**src/design/pet_pkg.sv**
```systemverilog
// Shared types and constants for the pending echo tracker.
// Holds table sizing, item structs, operation/event codes and FSM states.
// No dependencies.
package pet_pkg;

	localparam int TABLE_DEPTH = 16;
	localparam int IDX_W = (TABLE_DEPTH > 1) ? $clog2(TABLE_DEPTH) : 1;
	localparam int CNT_W = $clog2(TABLE_DEPTH + 1);
	localparam int SCAN_W = IDX_W + 1;
	localparam int RM_W = 5;

	localparam logic [15:0] REQ_ALL = 16'hFFFF;
	localparam logic [31:0] RTT_NONE = 32'hFFFF_FFFF;
	localparam logic [RM_W-1:0] RM_MAX = '1;

	typedef logic [IDX_W-1:0] pet_idx_t;
	typedef logic [CNT_W-1:0] pet_cnt_t;
	typedef pet_idx_t [TABLE_DEPTH-1:0] pet_age_vec_t;

	typedef enum logic [1:0] {
		FN_START  = 2'd0,
		FN_REPLY  = 2'd1,
		FN_TICK   = 2'd2,
		FN_CANCEL = 2'd3
	} pet_func_t;

	typedef enum logic [2:0] {
		EV_STARTED   = 3'd0,
		EV_FULL      = 3'd1,
		EV_REPLIED   = 3'd2,
		EV_UNMATCHED = 3'd3,
		EV_TIMED_OUT = 3'd4,
		EV_IDLE_TICK = 3'd5,
		EV_CANCELLED = 3'd6
	} pet_evt_t;

	typedef enum logic [2:0] {
		ST_IDLE,
		ST_START,
		ST_SCAN,
		ST_FINISH,
		ST_DONE
	} pet_state_t;

	typedef struct packed {
		logic [1:0]         func;
		logic [7:0]         owner;
		logic signed [15:0] req_id;
		logic [21:0]        timeout_ms;
		logic [31:0]        now_ms;
		logic [15:0]        reply_seq;
	} pet_in_t;

	typedef struct packed {
		logic [2:0]         event_res;
		logic [7:0]         out_owner;
		logic [14:0]        out_req_id;
		logic [15:0]        out_seq;
		logic signed [31:0] rtt_ms;
		logic [RM_W-1:0]    removed_count;
	} pet_out_t;

	typedef struct packed {
		logic [7:0]  owner;
		logic [14:0] req_id;
		logic [15:0] seq;
		logic [31:0] start_ms;
		logic [21:0] timeout_ms;
	} pet_entry_t;

	// insert / remove requests to the slot order tracker
	typedef struct packed {
		logic     ins_en;
		pet_idx_t ins_idx;
		logic     rm_en;
		pet_idx_t rm_idx;
	} pet_ord_cmd_t;

endpackage

```
**src/design/pet_slot_mem.sv**
```systemverilog
// Slot payload memory: one write port, one registered read port.
// Depends on pet_pkg.
module pet_slot_mem (
	input  logic                 clk,
	input  logic                 wr_en,
	input  pet_pkg::pet_idx_t    wr_addr,
	input  pet_pkg::pet_entry_t  wr_data,
	input  logic                 rd_en,
	input  pet_pkg::pet_idx_t    rd_addr,
	output pet_pkg::pet_entry_t  rd_data
);
	import pet_pkg::*;

	pet_entry_t mem_q [TABLE_DEPTH];
	pet_entry_t rd_data_q;

	always_ff @(posedge clk) begin
		if (wr_en) begin
			mem_q[wr_addr] <= wr_data;
		end
	end

	always_ff @(posedge clk) begin
		if (rd_en) begin
			rd_data_q <= mem_q[rd_addr];
		end
	end

	assign rd_data = rd_data_q;

endmodule

```
**src/design/pet_order.sv**
```systemverilog
// Slot occupancy and age ranks (rank 0 = oldest), plus lowest free slot.
// Depends on pet_pkg.
module pet_order (
	input  logic                        clk,
	input  logic                        arst_n,
	input  pet_pkg::pet_ord_cmd_t       cmd,
	output logic [pet_pkg::TABLE_DEPTH-1:0] valid,
	output pet_pkg::pet_age_vec_t       ages,
	output pet_pkg::pet_idx_t           free_idx,
	output logic                        full
);
	import pet_pkg::*;

	logic [TABLE_DEPTH-1:0] valid_q;
	pet_age_vec_t           age_q;
	pet_cnt_t               cnt_q;
	pet_idx_t               rm_age;

	assign rm_age = age_q[cmd.rm_idx];

	always_ff @(posedge clk or negedge arst_n) begin
		if (!arst_n) begin
			valid_q <= '0;
			cnt_q   <= '0;
		end else begin
			if (cmd.ins_en) begin
				valid_q[cmd.ins_idx] <= 1'b1;
				cnt_q                <= cnt_q + 1'b1;
			end else if (cmd.rm_en) begin
				valid_q[cmd.rm_idx] <= 1'b0;
				cnt_q               <= cnt_q - 1'b1;
			end
		end
	end

	// rank a new slot after the live ones; close the gap left by a removed rank
	always_ff @(posedge clk) begin
		if (cmd.ins_en) begin
			age_q[cmd.ins_idx] <= cnt_q[IDX_W-1:0];
		end else if (cmd.rm_en) begin
			for (int j = 0; j < TABLE_DEPTH; j++) begin
				if (valid_q[j] && (age_q[j] > rm_age)) begin
					age_q[j] <= age_q[j] - 1'b1;
				end
			end
		end
	end

	always_comb begin
		free_idx = '0;
		for (int j = TABLE_DEPTH - 1; j >= 0; j--) begin
			if (!valid_q[j]) begin
				free_idx = IDX_W'(j);
			end
		end
	end

	assign full  = (cnt_q == CNT_W'(TABLE_DEPTH));
	assign valid = valid_q;
	assign ages  = age_q;

endmodule

```
**src/design/pending_echo_tracker_top.sv**
```systemverilog
// Outstanding echo request table with timeouts.
// Start item: result computed in ST_START, then passed to the output register in ST_DONE.
// Reply, tick, cancel: one memory read per slot in ST_SCAN, then ST_FINISH and ST_DONE.
// One item in work at a time: the next is accepted only after ST_DONE returns to ST_IDLE.
// The result register holds a finished item while the next one is accepted.
// arst_n clears FSM, valid bits, counts and sequence counter; payload is not reset.
module pending_echo_tracker_top (
	input  logic             clk,
	input  logic             arst_n,
	input  logic             in_valid,
	output logic             in_ready,
	input  pet_pkg::pet_in_t in_data,
	output logic             out_valid,
	input  logic             out_ready,
	output pet_pkg::pet_out_t out_data
);
	import pet_pkg::*;

	pet_state_t   state_q, state_d;
	pet_in_t      in_q;
	logic [SCAN_W-1:0] scan_q;
	logic         vld_s1;
	pet_idx_t     idx_s1;
	logic         best_found_q;
	pet_idx_t     best_idx_q;
	pet_idx_t     best_age_q;
	pet_entry_t   best_ent_q;
	logic [31:0]  best_el_q;
	logic [RM_W-1:0] rm_cnt_q;
	logic [15:0]  seq_q;
	pet_out_t     res_q, res_d;
	pet_out_t     out_q;
	logic         out_valid_q;

	logic         rd_en;
	pet_idx_t     rd_addr;
	pet_entry_t   rd_data;
	logic         wr_en;
	pet_entry_t   wr_data;
	pet_ord_cmd_t ord_cmd;
	logic [TABLE_DEPTH-1:0] slot_valid;
	pet_age_vec_t ages;
	pet_idx_t     free_idx;
	logic         full;
	logic         res_load;
	logic         out_free;

	logic [31:0]  elapsed;
	logic         slot_v;
	pet_idx_t     slot_age;
	logic         tmo_hit;
	logic         seq_hit;
	logic         better;
	logic         cxl_hit;
	logic [15:0]  seq_next;

	pet_slot_mem u_mem (
		.clk     (clk),
		.wr_en   (wr_en),
		.wr_addr (free_idx),
		.wr_data (wr_data),
		.rd_en   (rd_en),
		.rd_addr (rd_addr),
		.rd_data (rd_data)
	);

	pet_order u_order (
		.clk      (clk),
		.arst_n   (arst_n),
		.cmd      (ord_cmd),
		.valid    (slot_valid),
		.ages     (ages),
		.free_idx (free_idx),
		.full     (full)
	);

	// slot evaluation on the data returned by the memory
	assign elapsed  = in_q.now_ms - rd_data.start_ms;
	assign slot_v   = vld_s1 && slot_valid[idx_s1];
	assign slot_age = ages[idx_s1];
	assign tmo_hit  = (rd_data.timeout_ms != '0) && !elapsed[31] &&
			  (elapsed >= {10'd0, rd_data.timeout_ms});
	assign seq_hit  = (rd_data.seq == in_q.reply_seq);
	assign better   = slot_v &&
			  (((in_q.func == FN_REPLY) && seq_hit) ||
			   ((in_q.func == FN_TICK) && tmo_hit)) &&
			  (!best_found_q || (slot_age < best_age_q));
	assign cxl_hit  = slot_v && (in_q.func == FN_CANCEL) &&
			  (rd_data.owner == in_q.owner) &&
			  (($unsigned(in_q.req_id) == REQ_ALL) ||
			   (rd_data.req_id == in_q.req_id[14:0]));
	assign seq_next = seq_q + 16'd1;
	assign out_free = !out_valid_q || out_ready;

	// next state
	always_comb begin
		state_d = state_q;
		case (state_q)
			ST_IDLE: begin
				if (in_valid) begin
					state_d = (in_data.func == FN_START) ? ST_START : ST_SCAN;
				end
			end
			ST_START: begin
				state_d = ST_DONE;
			end
			ST_SCAN: begin
				if (scan_q == SCAN_W'(TABLE_DEPTH)) begin
					state_d = ST_FINISH;
				end
			end
			ST_FINISH: begin
				state_d = ST_DONE;
			end
			ST_DONE: begin
				if (out_free) begin
					state_d = ST_IDLE;
				end
			end
			default: begin
				state_d = ST_IDLE;
			end
		endcase
	end

	// per-state outputs
	always_comb begin
		in_ready = 1'b0;
		rd_en    = 1'b0;
		rd_addr  = scan_q[IDX_W-1:0];
		wr_en    = 1'b0;
		wr_data  = '{owner: in_q.owner, req_id: in_q.req_id[14:0], seq: seq_next,
			     start_ms: in_q.now_ms, timeout_ms: in_q.timeout_ms};
		ord_cmd  = '{ins_en: 1'b0, ins_idx: free_idx, rm_en: 1'b0, rm_idx: idx_s1};
		res_load = 1'b0;
		res_d    = '{event_res: EV_CANCELLED, out_owner: in_q.owner,
			     out_req_id: in_q.req_id[14:0], out_seq: 16'd0,
			     rtt_ms: RTT_NONE, removed_count: rm_cnt_q};
		case (state_q)
			ST_IDLE: begin
				in_ready = 1'b1;
			end
			ST_START: begin
				res_load = 1'b1;
				if (full) begin
					res_d.event_res = EV_FULL;
				end else begin
					wr_en          = 1'b1;
					ord_cmd.ins_en = 1'b1;
					res_d.event_res = EV_STARTED;
					res_d.out_seq   = seq_next;
				end
			end
			ST_SCAN: begin
				rd_en         = (scan_q < SCAN_W'(TABLE_DEPTH));
				ord_cmd.rm_en = cxl_hit;
			end
			ST_FINISH: begin
				res_load       = 1'b1;
				ord_cmd.rm_en  = best_found_q && (in_q.func != FN_CANCEL);
				ord_cmd.rm_idx = best_idx_q;
				case (in_q.func)
					FN_REPLY: begin
						if (best_found_q) begin
							res_d = '{event_res: EV_REPLIED,
								  out_owner: best_ent_q.owner,
								  out_req_id: best_ent_q.req_id,
								  out_seq: best_ent_q.seq,
								  rtt_ms: best_el_q, removed_count: '0};
						end else begin
							res_d = '{event_res: EV_UNMATCHED, out_owner: 8'd0,
								  out_req_id: 15'd0, out_seq: in_q.reply_seq,
								  rtt_ms: RTT_NONE, removed_count: '0};
						end
					end
					FN_TICK: begin
						if (best_found_q) begin
							res_d = '{event_res: EV_TIMED_OUT,
								  out_owner: best_ent_q.owner,
								  out_req_id: best_ent_q.req_id,
								  out_seq: best_ent_q.seq,
								  rtt_ms: RTT_NONE, removed_count: '0};
						end else begin
							res_d = '{event_res: EV_IDLE_TICK, out_owner: 8'd0,
								  out_req_id: 15'd0, out_seq: 16'd0,
								  rtt_ms: RTT_NONE, removed_count: '0};
						end
					end
					default: begin
						res_d.event_res = EV_CANCELLED;
					end
				endcase
			end
			ST_DONE: begin
				res_load = 1'b0;
			end
			default: begin
				res_load = 1'b0;
			end
		endcase
	end

	always_ff @(posedge clk or negedge arst_n) begin
		if (!arst_n) begin
			state_q      <= ST_IDLE;
			vld_s1       <= 1'b0;
			scan_q       <= '0;
			best_found_q <= 1'b0;
			rm_cnt_q     <= '0;
			seq_q        <= '0;
			out_valid_q  <= 1'b0;
		end else begin
			state_q <= state_d;
			vld_s1  <= rd_en;
			if (state_q == ST_IDLE) begin
				scan_q       <= '0;
				best_found_q <= 1'b0;
				rm_cnt_q     <= '0;
			end else if (state_q == ST_SCAN) begin
				if (rd_en) begin
					scan_q <= scan_q + 1'b1;
				end else begin
					scan_q <= SCAN_W'(TABLE_DEPTH);
				end
				if (better) begin
					best_found_q <= 1'b1;
				end
				if (cxl_hit && (rm_cnt_q != RM_MAX)) begin
					rm_cnt_q <= rm_cnt_q + 1'b1;
				end
			end
			if (ord_cmd.ins_en) begin
				seq_q <= seq_next;
			end
			if (state_q == ST_DONE) begin
				if (out_free) begin
					out_valid_q <= 1'b1;
				end
			end else if (out_ready) begin
				out_valid_q <= 1'b0;
			end
		end
	end

	// the stage-1 index and the winning entry carry no reset
	always_ff @(posedge clk) begin
		idx_s1 <= rd_addr;
		if ((state_q == ST_IDLE) && in_valid) begin
			in_q <= in_data;
		end
		if ((state_q == ST_SCAN) && better) begin
			best_idx_q <= idx_s1;
			best_age_q <= slot_age;
			best_ent_q <= rd_data;
			best_el_q  <= elapsed;
		end
		if (res_load) begin
			res_q <= res_d;
		end
		if ((state_q == ST_DONE) && out_free) begin
			out_q <= res_q;
		end
	end

	assign out_valid = out_valid_q;
	assign out_data  = out_q;

endmodule

```
**config.mk**
```make
export PLATFORM = sky130hd
export DESIGN_NAME = pending_echo_tracker_top
export DESIGN_NICKNAME = d
export VERILOG_FILES = /design/src/design/pet_pkg.sv /design/src/design/pet_slot_mem.sv /design/src/design/pet_order.sv /design/src/design/pending_echo_tracker_top.sv
export SDC_FILE = /design/constraint.sdc
export NUM_CORES = 2
export LEC_CHECK = 0
export BUFFER_PORTS_ARGS = -buffer_cell sky130_fd_sc_hd__buf_2
export CORE_MARGIN = 3
export CORE_UTILIZATION = 59
export DETAILED_ROUTE_END_ITERATION = 12
export PLACE_DENSITY = 0.78
export SLEW_MARGIN = 20
export SYNTH_ARGS = -nofsm -noshare
export SYNTH_HDL_FRONTEND = slang
export SYNTH_SLANG_ARGS = --single-unit
```
**constraint.sdc**
```tcl
create_clock -name clk -period 27.8 [get_ports clk]
set_input_delay 5.56 -clock clk [delete_from_list [all_inputs] [get_ports clk]]
set_output_delay 5.56 -clock clk [all_outputs]
set_load 0.01 [all_outputs]
```
==> qor.log <==
INFO  status         run_status=finished, final reports clean
INFO  worst_hold_path startpoint_of_the_most_critical_hold_path=res_q[53]$_DFFE_PP_
INFO  setup_path     timing.critical_path.slowest_stage_cell=nor2_1
INFO  setup_path     critical-path-max-stage-delay=0.53ns
INFO  final_layout   layout_commonest_cell=edfxtp_1
INFO  logic_synthesis synth_edf_count=1978
INFO  pwr            power.ir.vdd_worst=0.07765mV
INFO  logic_synthesis synthArstFlopShare=2.604%
INFO  final_layout   fill_cells=8337
INFO  setup_path     cp_num_buf_inv=1
INFO  logic_synthesis synth_compound_gate_area_share=3.132%
INFO  sta            final_critical_path_setup_slack=19.85ns
INFO  clock_tree     clkLatencyLatePin=0.83ns
INFO  detailed_routing num_vias=41940
INFO  place          weighted_congestion_reported_at_the_end_of_routability_driven_placement=0.9223
INFO  sta            timing.setup.tns=0ns
INFO  logic_synthesis synth-seq-cells=2035
INFO  clock_tree     cts_tree=built
INFO  floorplan      die_area=0.1428sqmm
INFO  setup_path     maximum_fanout_along_the_worst_path=8
INFO  setup_path     critical_path.top_delay_family=simple AND/OR/NAND/NOR gates
INFO  setup_path     reg2reg_depth=16
INFO  place          hpwl=103.1mm
INFO  logic_synthesis most_used_flip_flop_cell_after_synthesis=edfxtp_1
INFO  floorplan      die_w=377.9um
INFO  final_layout   layout-area-overhead-vs-synth=11.96%
INFO  floorplan      placeableCoreArea=0.1365sqmm
INFO  logic_synthesis largest_family_of_logic_cells_by_synthesized_area=multiplexers
INFO  setup_path     worst-setup-path-type=flop to primary output
INFO  grt            wire_length_of_the_first_global_routing_pass=291.4mm
INFO  logic_synthesis basic_gate_share_of_the_synthesized_area_counting_and_or_nand_and_nor_cells=2.992%
INFO  clock_tree     clock_sinks=2035
INFO  logic_synthesis synthesis.yosys.warnings=0
INFO  floorplan      start_util=59.80%
INFO  logic_synthesis proportion_of_synthesized_area_in_mux_cells=14.21%
INFO  setup_path     crit_arrival=2.39ns
INFO  logic_synthesis syn-cell-area=0.08162sqmm
INFO  clock_tree     clk_transition_reported_paths=0.06ns
INFO  floorplan      die_h=377.9um
INFO  logic_synthesis post_synthesis_cells=4015
INFO  clock_tree     cts_buffer_depth=3
INFO  place          port_buffers=180
INFO  setup_path     worstReg2RegStart=in_q[20]$_DFFE_PP_
INFO  place          worst_slack_placed=20.05ns
INFO  sta            maximum_clock_frequency=125.9MHz
INFO  final_layout   multiInputGateArea=0.01992sqmm
INFO  final_layout   design.final.nets=4543
INFO  worst_hold_path whs_path_depth=0
INFO  sta            final-max-slew-violation-count=0
INFO  sta            max-slew-margin-rel=19.90%
INFO  detailed_routing route.detailed.drc=0
INFO  setup_path     timing.critical_path.to_type=primary output
INFO  floorplan      standard_cell_row_count=135
INFO  detailed_routing drt_pass1_iterations=8
INFO  logic_synthesis synth_sequential_area_ratio=74.49%
INFO  final_layout   layout-drive-gt1-share=24.83%
INFO  setup_path     critical_path.startpoint=state_q[2]$_DFFE_PN0P_
INFO  pwr            power.density=95.02mW/mm^2
INFO  job            max-cap-violations=0
INFO  clock_tree     cts-resized-gates=0
INFO  setup_path     worst-endpoint-required=22.24ns
INFO  logic_synthesis synthDominantAreaCellType=edfxtp_1
INFO  detailed_routing routed_wire_length_per_instance=31.87um
INFO  grt            gr-usage-all-layers=28.36%
INFO  worst_hold_path worst_min_path_class=flop to flop
INFO  grt            overflow=0
INFO  detailed_routing detailedRoute.firstIterationViolations=5379
INFO  clock_tree     cts_made_buffers=196
INFO  floorplan      io_pins=181
INFO  sta            min_period=7.946ns
INFO  clock_tree     ctsHtreeMaxLevel=4
INFO  grt            grt_max_degree=145
INFO  final_layout   most-common-layout-cells=1978 x edfxtp_1, 498 x mux4_2, 204 x nand2_1, 202 x clkbuf_16, 180 x buf_2
INFO  logic_synthesis post-synth-top-area-fraction=72.77%
INFO  sta            finClkSkew=0.03381ns
INFO  setup_path     start_kind=flop
INFO  clock_tree     postCtsSetupBuffers=0
INFO  sta            grt_setup_unrepaired=no
INFO  grt            number_of_antenna_violations_at_the_first_check_in_global_routing=3
INFO  logic_synthesis ys_top_cells_by_area=edfxtp_1 73%, mux4_2 14%, ha_1 2.3%
INFO  clock_tree     cts.root.buffer_cell=clkbuf_16
INFO  logic_synthesis synth_xor_xnor_area_share=1.449%
INFO  clock_tree     cts.hold.buffers_added=0
INFO  pwr            static-leakage-power=29.79nW
INFO  detailed_routing routed_wirelength=198.9mm
INFO  detailed_routing avgViaCountPerCell=6.721
INFO  sta            period_share=28.58%
INFO  logic_synthesis synth_adder_area_share=2.302%
INFO  final_layout   seq_area=0.06082sqmm
INFO  sta            setup_viol=0
INFO  logic_synthesis synth_fp_nets=4264
INFO  setup_path     path_depth=3
INFO  detailed_routing drt_antenna_net_count=0
INFO  setup_path     worst_path_cell_chain=or2_2 > nor2_1 > buf_2
INFO  sta            worst_pin_slew=1.196ns
INFO  logic_synthesis synth_cell_types=79
INFO  grt            grt_pass1_vias=42760
INFO  logic_synthesis syn_area_per_cell=20.33squm
INFO  sta            hold_viol=0
## worst reg2reg max path, cell delays in order (launching register included)
cell,delay [ns]
edfxtp_1,0.81
ha_1,0.42
a21oi_1,0.33
a31oi_1,0.17
o21ai_0,0.67
nor2b_1,0.30
o21ai_0,0.14
xor2_1,0.35
ha_1,0.33
a31oi_1,0.21
nand3_1,0.10
o2111a_1,0.29
nor3_1,0.20
nor4bb_1,0.48
a31o_2,0.36
a211oi_4,0.10
buf_4,0.38
## stage by stage
| stage | util [%] | area, sq um | power, W | hold slack, ns | instances |
|---|---|---|---|---|---|
| finish | 66.96 | 91380 | 0.008683 | 0.4138 | 6240 |
| global route | 66.95 | 91380 | 0.009010 | 0.4260 | 6239 |
| CTS | 66.88 | 91280 | 0.008712 | 0.4179 | 6238 |
| detailed placement | 62.24 | 84940 | 0.006065 | 0.4045 | 5876 |
| global placement | 62.23 | 84930 | 0.006016 | 0.4010 | 5876 |
| floorplan | - | 81620 | 0.005405 | 0.3454 | 4015 |
## state kept, by name, summed over array words and instances, names as in the netlist
signal         cells
seq_q             16
out_data          79
best_ent_q        39
best_age_q         4
in_q              96
state_q            3
rm_cnt_q           5
best_el_q         32
best_found_q       1
res_q             79
scan_q             5
u_order.cnt_q      5
best_idx_q         4
u_mem.mem_q     1488
u_mem.rd_data     93
u_order.ages      64
u_order.valid     16
out_valid          1
idx_s1             4
vld_s1             1
## layer usage
layer	global-route usage, %	vias to the layer above	share of wire, %
met5	0	-	0
li1	-	17070	-
met4	9.463	0	3.3
met3	6.182	418	10
met2	45.53	2618	49
met1	39.40	21830	37
## cell type report
type / count / area share (%)
Timing Repair Buffer: 265 / 1.774
Tap cell: 1781 / 2.439
Inverter: 117 / 0.4888
Clock inverter: 111 / 1.139
Antenna cell: 1 / 0.002738
Sequential cell: 2035 / 66.55
Multi-Input combinational cell: 1679 / 21.80
Clock buffer: 251 / 5.799
## cells by family (layout without fill, tap and decap cells)
| group | Yosys count | in the layout |
|---|---|---|
| fa+ha+maj | 149 | 149 |
| buf+inv | 301 | 744 |
| simple gates | 499 | 499 |
| flops | 2035 | 2035 |
| xor+xnor | 135 | 135 |
| other cells | 0 | 1 |
| compound gates | 373 | 373 |
| mux | 523 | 523 |
## final timing paths
path                                     endpoint  slack [ns]
min reg2reg                out_data[53]$_DFFE_PP_        0.41
min in group asynchronous   seq_q[10]$_DFFE_PN0P_        4.93
max in group asynchronous   scan_q[0]$_DFFE_PN0P_       22.23
max                                      in_ready       19.85
min                        out_data[53]$_DFFE_PP_        0.41
max reg2reg                best_el_q[7]$_DFFE_PP_       21.70
## cells in the mapped netlist (15+ instances only)
cell type / count
nand4_1: 42
edfxtp_1: 1978
nand2_1: 204
a22o_1: 50
clkbuf_1: 136
nor4_1: 16
xnor2_1: 64
xor2_1: 71
o21a_1: 31
o21ai_0: 97
inv_1: 115
a22oi_1: 19
dfrtp_1: 53
nor3_1: 35
o211ai_1: 15
ha_1: 147
a21oi_1: 52
nor2b_1: 22
nand3_1: 37
mux4_2: 498
o21bai_1: 16
o2bb2ai_1: 17
nor2_1: 60
nand2b_1: 23
buf_1: 34
## power breakdown
| part | internal [W] | total [W] | switching (W) |
|---|---|---|---|
| combinational | 0.00102 | 0.00223 | 0.00122 |
| clock | 0.00150 | 0.00263 | 0.00112 |
| sequential | 0.00363 | 0.00382 | 0.000196 |
| total | 0.00615 | 0.00868 | 0.00253 |
Power figures use the tool's default switching activity.
